## config.mk

```make
export PLATFORM = sky130hd
export DESIGN_NAME = ffba_fit
export DESIGN_NICKNAME = d
export VERILOG_FILES = /design/src/rtl/core/ffba_pkg.sv /design/src/rtl/core/ffba_fit.sv
export SDC_FILE = /design/constraint.sdc
export NUM_CORES = 1
export LEC_CHECK = 0
export BUFFER_PORTS_ARGS = -buffer_cell sky130_fd_sc_hd__buf_2
export CORE_MARGIN = 2
export CORE_UTILIZATION = 35
export DETAILED_ROUTE_END_ITERATION = 12
export GPL_TIMING_DRIVEN = 0
export PLACE_DENSITY_LB_ADDON = 0.25
export SYNTH_ARGS = -nofsm -noshare
export SYNTH_HDL_FRONTEND = slang
export SYNTH_SLANG_ARGS = --single-unit
```

## constraint.sdc

```tcl
create_clock -name vclk -period 2.7
set_input_delay 0.135 -clock vclk [all_inputs]
set_output_delay 0.135 -clock vclk [all_outputs]
set_load 0.02 [all_outputs]
```

## src/rtl/core/ffba_pkg.sv

```systemverilog
`default_nettype none
// ----------------------------------------------------------------------------
// ffba_pkg
// Shared codes and types for the first-fit block allocator.
// ----------------------------------------------------------------------------
package ffba_pkg;

  localparam int FIELD_W = 12;

  localparam logic [1:0] FUNC_ALLOC   = 2'd0;
  localparam logic [1:0] FUNC_FREE    = 2'd1;
  localparam logic [1:0] FUNC_REALLOC = 2'd2;
  localparam logic [1:0] FUNC_NOP     = 2'd3;

  // Verdict on one header of the chain walk
  typedef struct packed {
    logic is_end;  // stored length is zero
    logic room;    // tail space from current header holds the request
    logic split;   // free block, remainder holds a header
    logic whole;   // free block, fits but cannot be split
    logic over;    // stepping past this block leaves the arena
  } ffba_fit_t;

endpackage

`default_nettype wire

```

## src/rtl/core/ffba_fit.sv

```systemverilog
`default_nettype none
// ----------------------------------------------------------------------------
// ffba_fit
// Judges one header of the first-fit walk and computes the next header.
// ----------------------------------------------------------------------------
module ffba_fit #(
  parameter int ARENA_BYTES  = 4096,
  parameter int HEADER_BYTES = 8,
  parameter int LW           = 13,
  parameter int CW           = 14
) (
  input  wire logic [LW-1:0]          len,
  input  wire logic                   taken,
  input  wire logic [CW-1:0]          cur,
  input  wire logic [CW-1:0]          need,
  output ffba_pkg::ffba_fit_t         fit,
  output logic      [CW-1:0]          next_cur
);
  import ffba_pkg::*;

  localparam logic [CW-1:0] ARENA_C = CW'(ARENA_BYTES);
  localparam logic [CW-1:0] HDR_C   = CW'(HEADER_BYTES);

  logic [CW-1:0] len_w;

  always_comb begin
    len_w        = CW'(len);
    next_cur     = cur + len_w;
    fit.is_end   = (len == '0);
    fit.room     = ((ARENA_C - cur) >= need);
    fit.split    = !fit.is_end && !taken && (len_w >= need + HDR_C);
    fit.whole    = !fit.is_end && !taken && !fit.split && (len_w >= need);
    fit.over     = !fit.is_end && !fit.split && !fit.whole && (next_cur >= ARENA_C);
  end

endmodule

`default_nettype wire

```

==> results of run 1 <==
==> metrics by stage <==
| step | hold slack, ps | util (%) | TNS, ps |
|---|---|---|---|
| 2_1_floorplan | 322 | - | 0 |
| 3_3_place_gp | 569 | 43.1 | -312 |
| 3_5_place_dp | 577 | 43.1 | -372 |
| 4_1_cts | 577 | 44.2 | 0 |
| 5_1_grt | 592 | 46.6 | -150 |
| 6_report | 578 | 46.6 | 0 |
==> synth_stat cells (all sizes together) (2+ instances only) <==
master,number
ha,52
inv,27
xnor2,22
nand2,15
nand3,14
nor2,14
a21oi,13
o21ai,11
nor3,9
xor2,9
nor4,7
nor2b,5
o21a,5
nand3b,4
nand4,4
o211ai,4
a211o,3
a211oi,3
a21o,3
a221oi,3
a31oi,3
and3,3
nand2b,3
o31ai,3
a31o,2
o22ai,2
==> worst paths after layout <==
path                  cells after the start  slack, ps     from      to
worst max-delay path                     14         90  need[4]  fit[1]
worst min-delay path                      3        580    taken  fit[1]
==> cell usage in the layout, fill, tap and decap left out, drive strengths merged, types with 9 or more instances in the layout <==
master and count:
inv 27, a21oi 13, ha 52, o21ai 11, nand2 15, xor2 9
xnor2 22, nor3 9, nor2 14, nand3 14, buf 67
==> layout make-up <==
| class | instances | area [um2] | area share, % |
|---|---|---|---|
| timing repair buffer | 67 | 378 | 14.9 |
| buffer | 1 | 5.00 | 0.198 |
| inverter | 27 | 101 | 4.00 |
| multi-input combinational | 230 | 1960 | 77.3 |
| tap | 72 | 90.1 | 3.56 |
==> power breakdown <==
| group | internal [W] | switching, W | leakage (nW) |
|---|---|---|---|
| clock network | 0 | 0 | 0 |
| registers | 0 | 0 | 0 |
| logic | 0.000231 | 0.000311 | 1.21 |
==> logic make-up (layout without fill, tap and decap cells) <==
group	Yosys count	in the layout	synth area share [%]
AND/OR/NAND/NOR	82	82	22.2
AO/OA/AOI/OAI	64	64	23.8
adder cells (fa/ha/maj)	53	53	34.5
buffers and inverters	28	95	5.47
XOR/XNOR	31	31	14.0
==> metal layers <==
layer / share of wire [%] / wire (um) / global-route usage [%]
met3: 3.3 / 175 / 0.575
met2: 48 / 2500 / 30.0
met1: 49 / 2580 / 21.8
met4: 0 / 0 / 0.175
met5: 0 / 0 / 0
==> repair_timing <==
item                                    CTS  global route
pin swaps                                 2            15
resized for setup                        11            23
endpoints found under the setup margin    2             3
setup buffers                             1             5
cloned                                    0             0
==> impl_metrics.prom, run 1 <==
# TYPE chip_impl_metric gauge
chip_impl_info{name="outcome",value="finished, final reports clean"} 1
chip_impl_metric{name="insertedDiodeCount",unit=""} 0
chip_impl_info{name="critical_path.slowest_cell",value="sky130_fd_sc_hd__ha_1"} 1
chip_impl_metric{name="ys_types",unit=""} 46
chip_impl_metric{name="n_clock_buffer",unit=""} 0
chip_impl_metric{name="ys.warnings.count",unit=""} 0
chip_impl_metric{name="die_h",unit="um"} 78.5
chip_impl_metric{name="place.detailed.instances",unit=""} 391
chip_impl_metric{name="global_route_wire_length_before_repair",unit="um"} 8450
chip_impl_metric{name="vdd_drop_max",unit="uV"} 110
chip_impl_metric{name="postSynthAreaPerCell",unit="um2"} 7.53
chip_impl_metric{name="wl_per_instance",unit="um"} 13.2
chip_impl_metric{name="design_area",unit="um2"} 2530
chip_impl_metric{name="timing.final.setup_violations",unit=""} 0
chip_impl_metric{name="worst_ep_required_time",unit="ps"} 2570
chip_impl_metric{name="crit_path_max_fanout",unit=""} 3
chip_impl_metric{name="cts-hold-fix-buffers",unit=""} 0
chip_impl_metric{name="place_hpwl",unit="um"} 4510
chip_impl_metric{name="timing.max_cap.violations",unit=""} 0
chip_impl_info{name="rsz0062_at_grt",value="yes"} 1
chip_impl_metric{name="chipWidth",unit="um"} 78.5
chip_impl_metric{name="leakagePower",unit="nW"} 1.21
chip_impl_metric{name="slowest_delay",unit="ps"} 320
chip_impl_info{name="cp_cell_sequence",value="buf_8, ha_4, nand3_4, nor3_4, nand3_2, xnor2_2, ha_1, a21o_1, a221oi_2, nand3_1, o21ba_4, nor2_4, nor4_2, buf_4"} 1
chip_impl_info{name="worstSetupEndpointType",value="primary output"} 1
chip_impl_metric{name="place_ws",unit="ps"} -231
chip_impl_metric{name="cp.arrival",unit="ps"} 2470
chip_impl_metric{name="total_power",unit="W"} 0.000542
chip_impl_info{name="start_kind",value="input port"} 1
chip_impl_info{name="synth_area_leader_cell",value="sky130_fd_sc_hd__ha_1"} 1
chip_impl_metric{name="finalNonFillerCells",unit=""} 397
chip_impl_metric{name="netlist.area_leader.share",unit="%"} 33.5
chip_impl_metric{name="via_count",unit=""} 2073
chip_impl_metric{name="post-route-worst-setup-slack",unit="ps"} 92.9
chip_impl_metric{name="fraction_of_final_layout_cells_with_drive_strength_greater_than_1",unit="%"} 27.7
chip_impl_metric{name="sequential_cell_total",unit=""} 0
chip_impl_metric{name="power.density",unit="nW/um2"} 214
chip_impl_metric{name="fin_nets",unit=""} 422
chip_impl_metric{name="i_o_pins",unit=""} 61
chip_impl_metric{name="fp.dieArea",unit="um2"} 6160
chip_impl_metric{name="grt_start_max_net_pins",unit=""} 8
chip_impl_metric{name="initial_standard_cell_utilization_of_the_core",unit="%"} 35.7
chip_impl_metric{name="timing.max_slew.rel_slack",unit="%"} 57.3
chip_impl_metric{name="post-route-drc-count",unit=""} 0
chip_impl_metric{name="report.final.hold_viol_count",unit=""} 0
chip_impl_metric{name="max_slew.worst_pin.slew",unit="ps"} 635
chip_impl_metric{name="wirelength",unit="um"} 5250
chip_impl_metric{name="aggregate_global_routing_overflow",unit=""} 0
chip_impl_metric{name="synth_nets",unit=""} 353
chip_impl_metric{name="dpl-instance-area",unit="um2"} 2340
chip_impl_metric{name="fin_crit",unit="ps"} 2610
chip_impl_metric{name="fmaxAchievable",unit="MHz"} 384
chip_impl_metric{name="final_min_period_over_clock_period",unit="%"} 96.6
chip_impl_metric{name="finalWeightedCongestion",unit=""} 0.824
chip_impl_metric{name="drt_iter0_drc",unit=""} 64
chip_impl_metric{name="ant_nets",unit=""} 0
chip_impl_metric{name="synthToLayoutAreaGrowth",unit="%"} 30.3
chip_impl_info{name="critical-path-top-delay-family",value="simple AND/OR/NAND/NOR gates"} 1
chip_impl_info{name="ys_top_cells_by_area",value="sky130_fd_sc_hd__ha_1 (33%), sky130_fd_sc_hd__xnor2_1 (9.9%), sky130_fd_sc_hd__inv_1 (5.2%), sky130_fd_sc_hd__xor2_1 (4.1%), sky130_fd_sc_hd__nand3_1 (3.6%)"} 1
chip_impl_metric{name="detail_route.vias_per_cell",unit=""} 5.22
chip_impl_metric{name="grt_antenna_before_repair",unit=""} 0
chip_impl_metric{name="seq_area",unit="um2"} 0
chip_impl_metric{name="numPortBuffers",unit=""} 61
chip_impl_metric{name="finalMaxSlewViolations",unit=""} 0
chip_impl_metric{name="first_global_vias",unit=""} 1890
chip_impl_metric{name="synthesis.area",unit="um2"} 1940
chip_impl_metric{name="critical_path_buf_inv_count",unit=""} 2
chip_impl_metric{name="core.rowCount",unit=""} 27
chip_impl_info{name="criticalPathCategory",value="in2out"} 1
chip_impl_metric{name="syn-instance-count",unit=""} 258
chip_impl_metric{name="floorplan_core_area",unit="um2"} 5440
chip_impl_metric{name="firstDrtPassIters",unit=""} 4
chip_impl_metric{name="fillerInstances",unit=""} 570
chip_impl_metric{name="grtUsageTotal",unit="%"} 16.2
chip_impl_metric{name="yosysSeqAreaShare",unit="%"} 0
chip_impl_info{name="hp-class",value="in2out"} 1
(Power assumes the default switching activity.)
==> run 2, diff against run 1 <==
Settings changed: PLACE_DENSITY_LB_ADDON 0.25 to unset.
Clock period 2.7 ns to 3.2 ns, I/O delays scaled along.
==> run 2 against run 1 <==
Against the previous run: global-route usage grew 0.26 points; sequential share of layout area is the same; final area shrank 6.4%; critical path type unchanged; highest routed layer is now met4.
==> impl_metrics.prom, run 2 (synthesis gave the netlist of run 1 again) <==
# TYPE chip_impl_metric gauge
chip_impl_info{name="outcome",value="finished, final reports clean"} 1
chip_impl_metric{name="final_min_period_over_clock_period",unit="%"} 91.5
chip_impl_metric{name="fp.dieArea",unit="um2"} 6160
chip_impl_metric{name="fmaxAchievable",unit="MHz"} 341
chip_impl_metric{name="global_route_wire_length_before_repair",unit="um"} 8640
chip_impl_metric{name="grt_antenna_before_repair",unit=""} 0
chip_impl_metric{name="firstDrtPassIters",unit=""} 4
chip_impl_metric{name="ant_nets",unit=""} 0
chip_impl_metric{name="timing.final.setup_violations",unit=""} 0
chip_impl_metric{name="report.final.hold_viol_count",unit=""} 0
chip_impl_metric{name="max_slew.worst_pin.slew",unit="ps"} 545
chip_impl_info{name="start_kind",value="input port"} 1
chip_impl_metric{name="place_hpwl",unit="um"} 4550
chip_impl_metric{name="chipWidth",unit="um"} 78.5
chip_impl_metric{name="finalWeightedCongestion",unit=""} 0.813
chip_impl_metric{name="share_clk_of_total_power",unit="%"} 0
chip_impl_metric{name="dpl-instance-area",unit="um2"} 2340
chip_impl_metric{name="leakagePower",unit="nW"} 1.16
chip_impl_metric{name="grtUsageTotal",unit="%"} 16.4
chip_impl_info{name="worstSetupEndpointType",value="primary output"} 1
chip_impl_metric{name="netSwitchingFraction",unit="%"} 58.6
chip_impl_metric{name="detail_route.vias_per_cell",unit=""} 5.26
chip_impl_metric{name="floorplan_core_area",unit="um2"} 5440
chip_impl_metric{name="aggregate_global_routing_overflow",unit=""} 0
chip_impl_metric{name="post-route-drc-count",unit=""} 0
chip_impl_metric{name="first_global_vias",unit=""} 1948
chip_impl_metric{name="sequential_cell_total",unit=""} 0
chip_impl_metric{name="numPortBuffers",unit=""} 61
chip_impl_metric{name="vdd_drop_max",unit="uV"} 92.1
chip_impl_metric{name="die_h",unit="um"} 78.5
chip_impl_metric{name="net-switching-power",unit="W"} 0.000252
chip_impl_metric{name="setup-tns-final",unit="ps"} 0
chip_impl_metric{name="crit_path_max_fanout",unit=""} 4
chip_impl_metric{name="wirelength",unit="um"} 5140
chip_impl_metric{name="initial_standard_cell_utilization_of_the_core",unit="%"} 35.7
chip_impl_metric{name="power.density",unit="nW/um2"} 182
chip_impl_metric{name="cellInternalPower",unit="W"} 0.000178
chip_impl_metric{name="drt_iter0_drc",unit=""} 56
chip_impl_info{name="mostFrequentLayoutCell",value="sky130_fd_sc_hd__buf_2"} 1
chip_impl_metric{name="fillerInstances",unit=""} 577
chip_impl_info{name="whs_endpoint",value="fit[2]"} 1
chip_impl_metric{name="design_area",unit="um2"} 2370
chip_impl_metric{name="wl_per_instance",unit="um"} 13.1
chip_impl_metric{name="power.share.combinational",unit="%"} 100.0
chip_impl_metric{name="fin_nets",unit=""} 418
chip_impl_metric{name="timing.max_slew.rel_slack",unit="%"} 63.4
chip_impl_metric{name="cts-hold-fix-buffers",unit=""} 0
chip_impl_info{name="criticalPathCategory",value="in2out"} 1
chip_impl_metric{name="fin_crit",unit="ps"} 2930
chip_impl_info{name="hp-class",value="in2out"} 1
chip_impl_metric{name="worst_ep_required_time",unit="ps"} 3040
chip_impl_metric{name="cp.arrival",unit="ps"} 2770
chip_impl_metric{name="timing.max_cap.violations",unit=""} 0
chip_impl_metric{name="seqPwrFrac",unit="%"} 0
chip_impl_metric{name="insertedDiodeCount",unit=""} 0
chip_impl_metric{name="whs_path_depth",unit=""} 3
chip_impl_metric{name="core.rowCount",unit=""} 27
chip_impl_metric{name="seq_area",unit="um2"} 0
chip_impl_metric{name="grt_start_max_net_pins",unit=""} 8
chip_impl_info{name="timing.hold.worst.start",value="taken"} 1
chip_impl_metric{name="finalMaxSlewViolations",unit=""} 0
chip_impl_metric{name="via_count",unit=""} 2068
chip_impl_metric{name="synthToLayoutAreaGrowth",unit="%"} 22.0
chip_impl_metric{name="i_o_pins",unit=""} 61
chip_impl_info{name="layout.cells.most_common_list",value="sky130_fd_sc_hd__buf_2 (61), sky130_fd_sc_hd__ha_1 (52), sky130_fd_sc_hd__inv_1 (27)"} 1
chip_impl_metric{name="n_clock_buffer",unit=""} 0
chip_impl_metric{name="fraction_of_final_layout_cells_with_drive_strength_greater_than_1",unit="%"} 22.4
chip_impl_info{name="rsz0062_at_grt",value="no"} 1
==> run 2: cell types whose count changed in the layout (fill, tap and decap cells not counted), moves of 2 or more <==
cell                      previous run  this run
sky130_fd_sc_hd__buf_2              56        61
sky130_fd_sc_hd__nor4_1              3         6
sky130_fd_sc_hd__nand3_4             2         0
sky130_fd_sc_hd__buf_8               2         0
sky130_fd_sc_hd__nand3_1            10        13
sky130_fd_sc_hd__buf_4               9         2
sky130_fd_sc_hd__nor4_2              4         1
==> run 2: area by class of cell <==
cell class / count / area (um2) / area share (%)
Timing Repair Buffer: 63 / 320 / 13.5
Inverter: 27 / 101 / 4.28
Multi-Input combinational cell: 230 / 1850 / 78.2
Tap cell: 72 / 90.1 / 3.80
Buffer: 1 / 5.00 / 0.211
==> run 2: worst max-delay path by stage <==
stage / startpoint / end / slack, ps
floorplan: need[3] / fit[1] / 410
finish: need[3] / fit[0] / 270
global placement: need[3] / fit[0] / 240
CTS: need[3] / fit[0] / 230
global route: need[3] / fit[0] / 40
detailed placement: need[3] / fit[0] / 230
==> run 2: per-layer routing <==
metal  track usage, %  vias up  routed length (um)
met5                0        -                   0
met4            0.351        0                  12
met3            0.920        2                 236
met2             29.2       45                2320
met1             22.9      927                2570
li1                 -     1094                   -
==> run 2: critical path, stage by stage <==
cell and delay [ps]:
sky130_fd_sc_hd__buf_2 110, sky130_fd_sc_hd__ha_1 200, sky130_fd_sc_hd__nand3_2 130, sky130_fd_sc_hd__nor3_4 210
sky130_fd_sc_hd__nand3_1 120, sky130_fd_sc_hd__xnor2_1 140, sky130_fd_sc_hd__ha_1 290, sky130_fd_sc_hd__and3_1 200
sky130_fd_sc_hd__a221oi_1 260, sky130_fd_sc_hd__nand3_1 100, sky130_fd_sc_hd__o21ba_1 300, sky130_fd_sc_hd__o21ai_0 120
sky130_fd_sc_hd__a221oi_2 230, sky130_fd_sc_hd__buf_2 200
==> run 2: repair_timing <==
| action | in CTS | in global routing |
|---|---|---|
| setup endpoints to repair | 0 | 2 |
| setup buffers | 0 | 2 |
| gates resized for setup | 0 | 3 |
==> run 2: power by group through the flow <==
stage	sequential (W)	clock, W	combinational, W
global placement	0	0	0.000422
floorplan	0	0	0.000294
finish	0	0	0.000430
CTS	0	0	0.000432
detailed placement	0	0	0.000429
global route	0	0	0.000486
==> run 2: metrics by stage <==
step	setup slack (ps)	power, W	instances	hold WS, ps	utilization, %
2_1_floorplan	410	0.000294	258	387	-
3_3_place_gp	244	0.000422	391	613	43.0
3_5_place_dp	232	0.000429	391	611	43.0
4_1_cts	226	0.000432	391	612	43.0
5_1_grt	38.2	0.000486	393	623	43.6
6_report	271	0.000430	393	613	43.6
